==> src/hdl/kwsc_pkg.sv <==
// Package for the keyword substitution cipher.
// Holds the function codes, letter constants and the controller/datapath structs.
// Depends on nothing.
package kwsc_pkg;

  localparam int AlphaCount = 26;
  localparam int LetterW    = 5;

  localparam logic [7:0] LetterA  = 8'h41;
  localparam logic [7:0] LetterZ  = 8'h5A;
  localparam logic [7:0] FoldMask = 8'hDF;

  typedef enum logic [1:0] {
    FuncClear   = 2'd0,
    FuncKey     = 2'd1,
    FuncFinish  = 2'd2,
    FuncEncrypt = 2'd3
  } func_e;

  typedef struct packed {
    logic clear;
    logic key;
    logic walk_start;
    logic walk_step;
    logic encrypt;
  } cmd_t;

  typedef struct packed {
    logic walk_last;
  } status_t;

endpackage

==> src/hdl/kwsc_req_if.sv <==
// Request channel of the keyword substitution cipher: function code and byte.
// Depends on nothing.
interface kwsc_req_if;
  logic       valid;
  logic       ready;
  logic [1:0] func;
  logic [7:0] byte_in;

  modport source (output valid, output func, output byte_in, input ready);
  modport sink (input valid, input func, input byte_in, output ready);
endinterface

==> src/hdl/kwsc_rsp_if.sv <==
// Result channel of the keyword substitution cipher: one substituted byte.
// Depends on nothing.
interface kwsc_rsp_if;
  logic       valid;
  logic       ready;
  logic [7:0] cipher_byte;

  modport source (output valid, output cipher_byte, input ready);
  modport sink (input valid, input cipher_byte, output ready);
endinterface

==> src/hdl/keyword_substitution_cipher.sv <==
// Top level of the keyword substitution cipher.
// Joins kwsc_ctrl and kwsc_datapath; depends on kwsc_pkg, kwsc_req_if, kwsc_rsp_if.
//
// Requests arrive on req_i with a function code and a byte: clear, keyword byte,
// finish alphabet or encrypt byte. Only an encrypt request gives a result, which
// is presented on rsp_o from an output register in the cycle after acceptance.
// Text streams at one byte per cycle while the receiver takes each result. A
// finish request walks the 26 letters in a counter, one per cycle, and holds
// ready low until the table is full.
// A one-entry result register parts the two channels: a new request is taken
// while a result waits if that result is taken in the same cycle; while the
// receiver stalls with a result pending, ready stays low and the result holds.
// After reset the table is the identity alphabet, the used-letter mask is empty
// and the fill count is full, so keyword bytes are ignored until a clear.
module keyword_substitution_cipher (
  input logic      clk_i,
  input logic      rst_ni,
  kwsc_req_if.sink   req_i,
  kwsc_rsp_if.source rsp_o
);
  import kwsc_pkg::*;

  cmd_t    cmd;
  status_t status;

  kwsc_ctrl u_ctrl (
    .clk_i       (clk_i),
    .rst_ni      (rst_ni),
    .in_valid_i  (req_i.valid),
    .in_func_i   (req_i.func),
    .in_ready_o  (req_i.ready),
    .out_valid_o (rsp_o.valid),
    .out_ready_i (rsp_o.ready),
    .status_i    (status),
    .cmd_o       (cmd)
  );

  kwsc_datapath u_datapath (
    .clk_i         (clk_i),
    .rst_ni        (rst_ni),
    .cmd_i         (cmd),
    .byte_in_i     (req_i.byte_in),
    .status_o      (status),
    .cipher_byte_o (rsp_o.cipher_byte)
  );

endmodule

==> src/hdl/kwsc_ctrl.sv <==
// Controller of the keyword substitution cipher: request handshake, finish walk
// state machine and result valid flag. Depends on kwsc_pkg.
module kwsc_ctrl (
  input  logic              clk_i,
  input  logic              rst_ni,
  input  logic              in_valid_i,
  input  logic [1:0]        in_func_i,
  output logic              in_ready_o,
  output logic              out_valid_o,
  input  logic              out_ready_i,
  input  kwsc_pkg::status_t status_i,
  output kwsc_pkg::cmd_t    cmd_o
);
  import kwsc_pkg::*;

  localparam logic StIdle = 1'b0;
  localparam logic StWalk = 1'b1;

  logic state_q, state_d;
  logic out_valid_q, out_valid_d;
  logic accept;

  assign in_ready_o  = (state_q == StIdle) && (!out_valid_q || out_ready_i);
  assign out_valid_o = out_valid_q;
  assign accept      = in_valid_i && in_ready_o;

  always_comb begin
    cmd_o.clear      = accept && (in_func_i == FuncClear);
    cmd_o.key        = accept && (in_func_i == FuncKey);
    cmd_o.walk_start = accept && (in_func_i == FuncFinish);
    cmd_o.encrypt    = accept && (in_func_i == FuncEncrypt);
    cmd_o.walk_step  = (state_q == StWalk);
  end

  always_comb begin
    state_d = state_q;
    unique case (state_q)
      StIdle: begin
        if (cmd_o.walk_start) begin
          state_d = StWalk;
        end
      end
      StWalk: begin
        if (status_i.walk_last) begin
          state_d = StIdle;
        end
      end
      default: state_d = StIdle;
    endcase
  end

  always_comb begin
    if (cmd_o.encrypt) begin
      out_valid_d = 1'b1;
    end else if (out_ready_i) begin
      out_valid_d = 1'b0;
    end else begin
      out_valid_d = out_valid_q;
    end
  end

  always_ff @(posedge clk_i or negedge rst_ni) begin
    if (!rst_ni) begin
      state_q     <= StIdle;
      out_valid_q <= 1'b0;
    end else begin
      state_q     <= state_d;
      out_valid_q <= out_valid_d;
    end
  end

  a_no_accept_in_walk: assert property (@(posedge clk_i) disable iff (!rst_ni)
    (state_q == StWalk) |-> !accept)
    else $error("request accepted during finish walk");

  a_walk_entered: assert property (@(posedge clk_i) disable iff (!rst_ni)
    cmd_o.walk_start |=> (state_q == StWalk))
    else $error("finish request did not start the walk");

  a_valid_from_encrypt: assert property (@(posedge clk_i) disable iff (!rst_ni)
    $rose(out_valid_q) |-> $past(cmd_o.encrypt))
    else $error("result raised without an encrypt request");

endmodule

==> src/hdl/kwsc_datapath.sv <==
// Datapath of the keyword substitution cipher: used-letter mask, fill count,
// cipher table, walk counter and result register. Depends on kwsc_pkg.
module kwsc_datapath (
  input  logic              clk_i,
  input  logic              rst_ni,
  input  kwsc_pkg::cmd_t    cmd_i,
  input  logic [7:0]        byte_in_i,
  output kwsc_pkg::status_t status_o,
  output logic [7:0]        cipher_byte_o
);
  import kwsc_pkg::*;

  logic [AlphaCount-1:0] used_q, used_d;
  logic [LetterW-1:0]    fill_q, fill_d;
  logic [LetterW-1:0]    walk_q, walk_d;
  logic [LetterW-1:0]    table_q [AlphaCount];
  logic [7:0]            out_q, out_d;

  logic [7:0]         folded;
  logic               is_letter;
  logic [LetterW-1:0] idx;
  logic               fill_full;
  logic               key_new;
  logic               walk_new;
  logic               wr_en;
  logic [LetterW-1:0] wr_letter;

  assign folded    = byte_in_i & FoldMask;
  assign is_letter = (folded >= LetterA) && (folded <= LetterZ);
  assign idx       = LetterW'(folded - LetterA);
  assign fill_full = (fill_q >= LetterW'(AlphaCount));

  assign key_new   = cmd_i.key && is_letter && !used_q[idx];
  assign walk_new  = cmd_i.walk_step && !used_q[walk_q];
  assign wr_en     = (key_new || walk_new) && !fill_full;
  assign wr_letter = cmd_i.walk_step ? walk_q : idx;

  assign status_o.walk_last = (walk_q == LetterW'(AlphaCount - 1)) || fill_full;
  assign cipher_byte_o      = out_q;

  always_comb begin
    used_d = used_q;
    fill_d = fill_q;
    if (cmd_i.clear) begin
      used_d = '0;
      fill_d = '0;
    end else if (wr_en) begin
      used_d[wr_letter] = 1'b1;
      fill_d            = fill_q + LetterW'(1);
    end
  end

  always_comb begin
    walk_d = walk_q;
    if (cmd_i.walk_start) begin
      walk_d = '0;
    end else if (cmd_i.walk_step) begin
      walk_d = walk_q + LetterW'(1);
    end
  end

  always_comb begin
    if (is_letter) begin
      out_d = LetterA + {3'b000, table_q[idx]};
    end else begin
      out_d = byte_in_i;
    end
  end

  always_ff @(posedge clk_i or negedge rst_ni) begin
    if (!rst_ni) begin
      used_q <= '0;
      fill_q <= LetterW'(AlphaCount);
      walk_q <= '0;
      for (int k = 0; k < AlphaCount; k++) begin
        table_q[k] <= LetterW'(k);
      end
    end else begin
      used_q <= used_d;
      fill_q <= fill_d;
      walk_q <= walk_d;
      if (wr_en) begin
        table_q[fill_q] <= wr_letter;
      end
    end
  end

  always_ff @(posedge clk_i) begin
    if (cmd_i.encrypt) begin
      out_q <= out_d;
    end
  end

  a_fill_bounded: assert property (@(posedge clk_i) disable iff (!rst_ni)
    fill_q <= LetterW'(AlphaCount))
    else $error("fill count beyond the alphabet");

  a_clear_empties: assert property (@(posedge clk_i) disable iff (!rst_ni)
    cmd_i.clear |=> (fill_q == '0) && (used_q == '0))
    else $error("clear did not empty the table");

endmodule
==> src/flat_wrapper.sv <==
// flat-port wrapper written by rule: the top's interface ports become plain ports
module keyword_substitution_cipher_flat import kwsc_pkg::*;
  (clk_i, rst_ni, req_i_valid, req_i_func, req_i_byte_in, req_i_ready, rsp_o_valid, rsp_o_cipher_byte, rsp_o_ready);
  kwsc_req_if req_i_i ();
  kwsc_rsp_if rsp_o_i ();
  input logic clk_i;
  input logic rst_ni;
  input wire logic [$bits(req_i_i.valid)-1:0] req_i_valid;
  input wire logic [$bits(req_i_i.func)-1:0] req_i_func;
  input wire logic [$bits(req_i_i.byte_in)-1:0] req_i_byte_in;
  output wire logic [$bits(req_i_i.ready)-1:0] req_i_ready;
  output wire logic [$bits(rsp_o_i.valid)-1:0] rsp_o_valid;
  output wire logic [$bits(rsp_o_i.cipher_byte)-1:0] rsp_o_cipher_byte;
  input wire logic [$bits(rsp_o_i.ready)-1:0] rsp_o_ready;
  assign req_i_i.valid = req_i_valid;
  assign req_i_i.func = req_i_func;
  assign req_i_i.byte_in = req_i_byte_in;
  assign req_i_ready = req_i_i.ready;
  assign rsp_o_valid = rsp_o_i.valid;
  assign rsp_o_cipher_byte = rsp_o_i.cipher_byte;
  assign rsp_o_i.ready = rsp_o_ready;
  keyword_substitution_cipher u_core (.clk_i(clk_i), .rst_ni(rst_ni), .req_i(req_i_i), .rsp_o(rsp_o_i));
endmodule
==> config.mk <==
export PLATFORM = sky130hd
export DESIGN_NAME = keyword_substitution_cipher_flat
export DESIGN_NICKNAME = d
export VERILOG_FILES = /design/src/hdl/kwsc_pkg.sv /design/src/hdl/kwsc_req_if.sv /design/src/hdl/kwsc_rsp_if.sv /design/src/hdl/keyword_substitution_cipher.sv /design/src/hdl/kwsc_ctrl.sv /design/src/hdl/kwsc_datapath.sv /design/src/flat_wrapper.sv
export SDC_FILE = /design/constraint.sdc
export NUM_CORES = 1
export LEC_CHECK = 0
export ABC_AREA = 1
export BUFFER_PORTS_ARGS = -buffer_cell sky130_fd_sc_hd__buf_2
export CORE_MARGIN = 2
export CORE_UTILIZATION = 55
export CTS_BUF_LIST = sky130_fd_sc_hd__clkbuf_8
export CTS_CLUSTER_DIAMETER = 80
export DETAILED_ROUTE_END_ITERATION = 8
export PLACE_DENSITY = 0.83
export SYNTH_ARGS = -nofsm -noshare
export SYNTH_HDL_FRONTEND = slang
export SYNTH_SLANG_ARGS = --single-unit
==> constraint.sdc <==
create_clock -name clk_i -period 2.8 [get_ports clk_i]
set_input_delay 0.28 -clock clk_i [delete_from_list [all_inputs] [get_ports clk_i]]
set_output_delay 0.28 -clock clk_i [all_outputs]
set_load 0.02 [all_outputs]
Yosys cells after proc, flatten, opt, wreduce, memory -nomap -nowiden
Index checks and enable logic that the tools add are counted.
{"block": "op_classes", "add_sub_neg": 4, "magnitude_cmp": 10, "n_bitwise": 4, "n_mux": 25, "n_reduce_logical": 24, "eq_ne": 4}
{"cell": "$bwmux W130", "n": 1}
{"cell": "$mux W26", "n": 2}
{"cell": "$mux W5", "n": 8}
{"cell": "$or A26 B26 Y26", "n": 1}
{"cell": "$bmux W5 S5", "n": 1}
{"cell": "$demux W5 S5", "n": 1}
{"cell": "$lt A5 B6 Y1 const B", "n": 3}
{"cell": "$logic_and A1 B1 Y1", "n": 13}
{"cell": "$ge A6 B6 Y1 const B", "n": 2}
{"cell": "$not A5 Y6", "n": 2}
{"cell": "$add A5 B1 Y5 const B", "n": 2}
{"cell": "$bmux W1 S5", "n": 2}
{"cell": "$add A7 B5 Y8 const A", "n": 1}
{"cell": "$ge A8 B7 Y1 const B", "n": 1}
{"cell": "$le A8 B7 Y1 const B", "n": 1}
{"cell": "$mux W8", "n": 1}
{"cell": "$mux W1", "n": 7}
{"cell": "$lt A6 B1 Y1 const B", "n": 1}
{"cell": "$reduce_bool A2 Y1", "n": 3}
{"cell": "$demux W1 S5", "n": 1}
{"cell": "$eq A5 B5 Y1 const B", "n": 1}
{"cell": "$ge A5 B1 Y1 const B", "n": 1}
{"cell": "$ge A5 B5 Y1 const B", "n": 1}
{"cell": "$sub A5 B1 Y5 const B", "n": 1}
{"cell": "7 further kinds", "n": 13}
{"block": "totals", "word_cells": 103, "regBits": 176, "input_bits": 14}

Depth between registers and ports, before layout
{"block": "logic_depth", "word_depth": 11, "mapped_depth": 20}

Hierarchy
Synthesis repeated with hierarchy kept, for this count alone.
{"block": "unflattened", "hier_cells": 1405, "hier_area_um2": 10162.2}
{"mod": "kwsc_datapath", "n_inst": 1, "area_each_um2": 10005.8, "cells_each": 1380}
{"mod": "kwsc_ctrl", "n_inst": 1, "area_each_um2": 156.4, "cells_each": 25}

Worst setup path before layout
Ideal clock, no wire load.
{"block": "synth_path", "path_type": "input-to-reg", "from": "in req_i_byte_in[0]", "to": "reg u_core.u_datapath.out_q[4], in the netlist u_core.u_datapath.cipher_byte_o[4], data pin", "setup_ns": 0.257, "setup_slack_ns": 0.050, "t_required_ns": 2.543, "arrival_ns": 2.492, "stages": 17, "cell_sequence": "buf_4 -> inv_4 -> buf_4 -> buf_2 -> ha_1 -> nand2_1 -> nand2_1 -> buf_4 -> clkbuf_1 -> nand3_1 -> nand3_1 -> nand3_1 -> nand2_1 -> ha_1 -> nand2_1 -> nor3_1 -> nor2_1"}
{"block": "synth_via", "elab_chain_len": 7}
{"element": "from (decl)", "line_no": "flat_wrapper.sv:10", "text": "input wire logic [$bits(req_i_i.byte_in)-1:0] req_i_byte_in;"}
{"element": "$sub A5 B1 Y5", "line_no": "kwsc_datapath.sv:30", "text": "assign idx = LetterW'(folded - LetterA);"}
{"element": "$not A5 Y6 (implied by the code)", "line_no": "kwsc_datapath.sv:64", "text": "out_d = LetterA + {3'b000, table_q[idx]};"}
{"element": "$bmux W5 S5", "line_no": "kwsc_datapath.sv:64"}
{"element": "$mux W5 (implied by the code) (2 in series)", "line_no": "kwsc_datapath.sv:64"}
{"element": "$add A7 B5 Y8", "line_no": "kwsc_datapath.sv:64"}
{"element": "$mux W8 *", "line_no": "kwsc_datapath.sv:63", "text": "if (is_letter) begin"}
{"element": "via u_core.u_datapath.out_d[4]", "line_no": "kwsc_datapath.sv:17", "text": "logic [7:0] out_q, out_d;"}
{"element": "to (signal assigned)", "line_no": "kwsc_datapath.sv:90", "text": "out_q <= out_d;"}
{"element": "to (decl)", "line_no": "kwsc_datapath.sv:17"}
The timed path passes the listed nets; every way through them passes the cells marked *. The select of a mux whose other input is x is not followed.
A chain may end at the register's enable or synchronous reset.

Worst setup path in the final report
{"block": "layout_path", "from": "reg u_core.u_datapath.walk_q[1]", "to": "reg u_core.u_datapath.table_q[84] (netlist bit)"}
{"block": "layout_via", "elab_chain_len": 6}
{"element": "from (decl)", "line_no": "kwsc_datapath.sv:15", "text": "logic [LetterW-1:0] walk_q, walk_d;"}
{"element": "from (signal assigned)", "line_no": "kwsc_datapath.sv:81", "text": "walk_q <= walk_d;"}
{"element": "$bmux W1 S5", "line_no": "kwsc_datapath.sv:34", "text": "assign walk_new = cmd_i.walk_step && !used_q[walk_q];"}
{"element": "$mux W1 (implied by the code)", "line_no": "kwsc_datapath.sv:34"}
{"element": "$logic_not A1 Y1", "line_no": "kwsc_datapath.sv:34"}
{"element": "$logic_and A1 B1 Y1", "line_no": "kwsc_datapath.sv:34"}
{"element": "$logic_or A1 B1 Y1", "line_no": "kwsc_datapath.sv:35", "text": "assign wr_en = (key_new || walk_new) && !fill_full;"}
{"element": "$logic_and A1 B1 Y1", "line_no": "kwsc_datapath.sv:35"}
{"element": "to (signal, indexed assignment)", "line_no": "kwsc_datapath.sv:76", "text": "table_q[k] <= LetterW'(k);"}
{"element": "to (signal, indexed assignment)", "line_no": "kwsc_datapath.sv:83", "text": "table_q[fill_q] <= wr_letter;"}
{"element": "to (decl)", "line_no": "kwsc_datapath.sv:16", "text": "logic [LetterW-1:0] table_q [AlphaCount];"}
Every way passes these cells. The select of a mux whose other input is x is not followed.

==> results.ini <==
[setup_path]
worst-path-stages = 14
worst_path_largest_cell_delay_ps = 610
critPathTopFamily = simple AND/OR/NAND/NOR gates
path_buf_inv = 4
cp-start-kind = register
cp.arrival_ps = 2700
end_kind = register
crit_required_ps = 3170
cp_slowest_cell = dfrtp_1
crit_chain = inv_1, nand3_1, nand2_1, nand2_1, nand2_1, inv_1, nand3_1, nand2_1, inv_1, nand2_4, buf_12, nand3_1, nand2_1, nand2_1
reg2regPathDepth = 14
r2r-end = u_core.u_datapath.table_q[84]
r2r_setup_slack_ps = 470
timing.critical_path.mode_cell = nand2_1
critPathMaxFanout = 51
worstSetupPathType = reg -> reg
r2r_start = u_core.u_datapath.walk_q[1]

[yosys]
yosysWarnings = 0
ys_seq_elements = 176
syn_area_um2 = 10100
synth_top_area_frac = 0.268
yosysTopAreaCell = dfrtp_1
syn_area_per_cell_um2 = 7.40
async_flop_share = 0.955
synthFlopType = dfrtp_1
synth_cells = 1364
synthDistinctLibCells = 35
synth-edff-count = 8
ys_seq_area_frac = 0.448
synthTopCellsByArea = dfrtp_1 27%, nand2_1 18%, dfstp_2 16%, nand3_1 10%, nand4_1 8.5%
synth_nets = 1388

[route]
wl_met3_um = 2280
routed_wl_um = 26800
first_iter_violations = 1167
drc = 0
ant_nets = 0
vias = 9557
viasPerCell = 5.96
drt-met1-wl_um = 11500
wl_met2_um = 12300
drt_pass1_iterations = 6
top_layer = met4
wire_per_inst_um = 16.7

[hold_path]
worstHoldPathCells = 3
hp-start = req_i_byte_in[5]
hold_class = in -> reg
holdPathEnd = u_core.u_datapath.cipher_byte_o[5]

[sta]
post-route-period-util = 0.833
max_freq_mhz = 429
worstMarginPinSlew_ps = 758
rsz0062_at_grt = no
finalHoldViolCount = 0
whs_ps = 88.2
setup_ws_ps = 467
setup_viol = 0
fin_skew_ps = 14.0
timing.setup.tns_ps = 0
slew_headroom = 0.494
min_period_ps = 2330
slew_violations = 0

[floorplanning]
initial_utilization = 0.562
core_area_um2 = 18000
die_area_um2 = 19400
row_count = 49
die-height_um = 139
num_io_pins = 24
die_x_um = 139

[clocking]
post-cts-setup-buffers = 0
htree_levels = 4
cts_buffers = 17
root_buffer = clkbuf_8
clk_pin_slew_ps = 100
cts.sinks = 176
cts_resized = 0
insertion_delay_ps = 480
cts.path.max_buffers = 2
holdBufCountCts = 4
cts_tree = yes

[placed_design]
io_buffers = 23
gp_congestion = 0.952
dp_hpwl_um = 17500
dp_slack_ps = 196
placedCellCount = 1567
placed_area_um2 = 10400

[power_and_ir_drop]
max-vdd-ir-drop_uv = 859
power_frac_comb = 0.470
clkPwrFrac = 0.163
p_per_area_nw_per_um2 = 1020
p_seq_frac = 0.366
cellLeakagePower_nw = 5.24
switching_share = 0.456
power.switching_w = 0.00507
p_int_w = 0.00604

[run_status]
status = complete, no violations

[global_route]
grt_pass1_vias = 8966
antenna_found_initial = 0
grt_pass1_wl_um = 44300
grt_max_degree = 118
grt_usage = 0.280
grt_overflow = 0

[layout]
multi_input_area_um2 = 4750
nets = 1385
drive_above_1_share = 0.134
synthToLayoutAreaGrowth_pct = 7.99
fin_area_um2 = 10900
diodes = 0
fin_cells = 1603
nFillCells = 1557
register_area_um2 = 4520

[run]
maxCapViolations = 0

-- worst max path at each step --
| stage | from | end | slack, ps |
|---|---|---|---|
| finish | u_core.u_datapath.walk_q[1] | u_core.u_datapath.table_q[84] | 470 |
| global route | u_core.u_datapath.walk_q[1] | u_core.u_datapath.table_q[87] | 270 |
| CTS | u_core.u_datapath.walk_q[1] | u_core.u_datapath.table_q[84] | 530 |
| detailed placement | req_i_byte_in[0] | u_core.u_datapath.table_q[84] | 200 |
| global placement | req_i_byte_in[0] | u_core.u_datapath.table_q[84] | 290 |
| floorplan | req_i_byte_in[0] | u_core.u_datapath.cipher_byte_o[4] | 50 |
-- cell type report --
cell class / instances / area share
multi-input combinational: 1020 / 0.436
sequential: 176 / 0.415
timing repair buffer: 75 / 0.0605
clock buffer: 21 / 0.0265
tap: 229 / 0.0263
inverter: 71 / 0.0247
clock inverter: 11 / 0.0106
-- metal layers --
metal,GRT usage,up-vias
li1,-,4559
met1,0.386,4486
met2,0.427,447
met3,0.0619,65
met4,0.119,0
met5,0,-
-- worst min-delay path, cell delays in order --
cell	delay (ps)
buf_2	80
nand2_1	40
o21ai_1	60
-- layout by cell type (no fill, tap or decap), types with 2 or more instances in the layout --
master,synthesis,final
inv_6,0,5
dlygate4sd3_1,0,4
o21ai_0,49,47
dfrtp_1,108,108
nor2_1,93,93
o21ai_1,6,5
a21oi_1,4,4
nand2_1,481,481
o21ai_2,1,4
nand2_2,2,2
buf_4,15,37
buf_2,30,22
nor3_1,4,4
ha_1,10,10
dfstp_2,60,60
inv_2,9,9
nand3_2,2,2
buf_12,0,11
clkinv_4,0,2
clkbuf_8,0,21
o22ai_1,3,3
a21boi_0,2,2
o211ai_1,8,8
nand3_1,207,207
inv_1,60,60
nand4_1,137,137
edfxtp_1,8,8
xor2_1,4,4
-- power groups by stage --
stage | registers (W) | clock network (W) | logic [W]
2_1_floorplan | 0.00390 | 0 | 0.00386
3_3_place_gp | 0.00407 | 0 | 0.00500
3_5_place_dp | 0.00409 | 0 | 0.00511
4_1_cts | 0.00405 | 0.00183 | 0.00513
5_1_grt | 0.00416 | 0.00195 | 0.00575
6_report | 0.00407 | 0.00181 | 0.00522
-- sequential cells by signal, summed over array words and instances (netlist names) --
signal / count
u_core.u_ctrl.out_valid_o: 1
u_core.u_ctrl.state_q: 1
u_core.u_datapath.fill_q: 5
u_core.u_datapath.walk_q: 5
u_core.u_datapath.table_q: 130
u_core.u_datapath.cipher_byte_o: 8
u_core.u_datapath.used_q: 26
-- cells in the mapped netlist (2+ instances only) --
cell type  number
o21ai_0        49
o21ai_1         6
edfxtp_1        8
buf_1           6
buf_6          13
nor3_1          4
inv_2           9
a21oi_1         4
nor2_1         93
ha_1           10
dfstp_2        60
o211ai_1        8
buf_4          15
nand2_2         2
inv_1          60
nand3_2         2
nand4_1       137
clkbuf_1       33
nand3_1       207
a21boi_0        2
xor2_1          4
o22ai_1         3
dfrtp_1       108
nand2_1       481
buf_2          30
-- kinds of logic after synthesis --
group,Yosys count,synth area share
and+or+nand+nor,929,0.409
DFF,176,0.448
xor gates and xnor gates,6,0.00595
adders and majority gates,10,0.0124
AOI/OAI and AO/OA,75,0.0429
buffers and inverters,168,0.0817
-- through the flow --
step	total power, W	util
after floorplan	0.00777	-
after global placement	0.00907	0.582
after detailed placement	0.00920	0.582
after CTS	0.0110	0.606
after global routing	0.0118	0.606
final	0.0111	0.606
(Power assumes the default switching activity.)
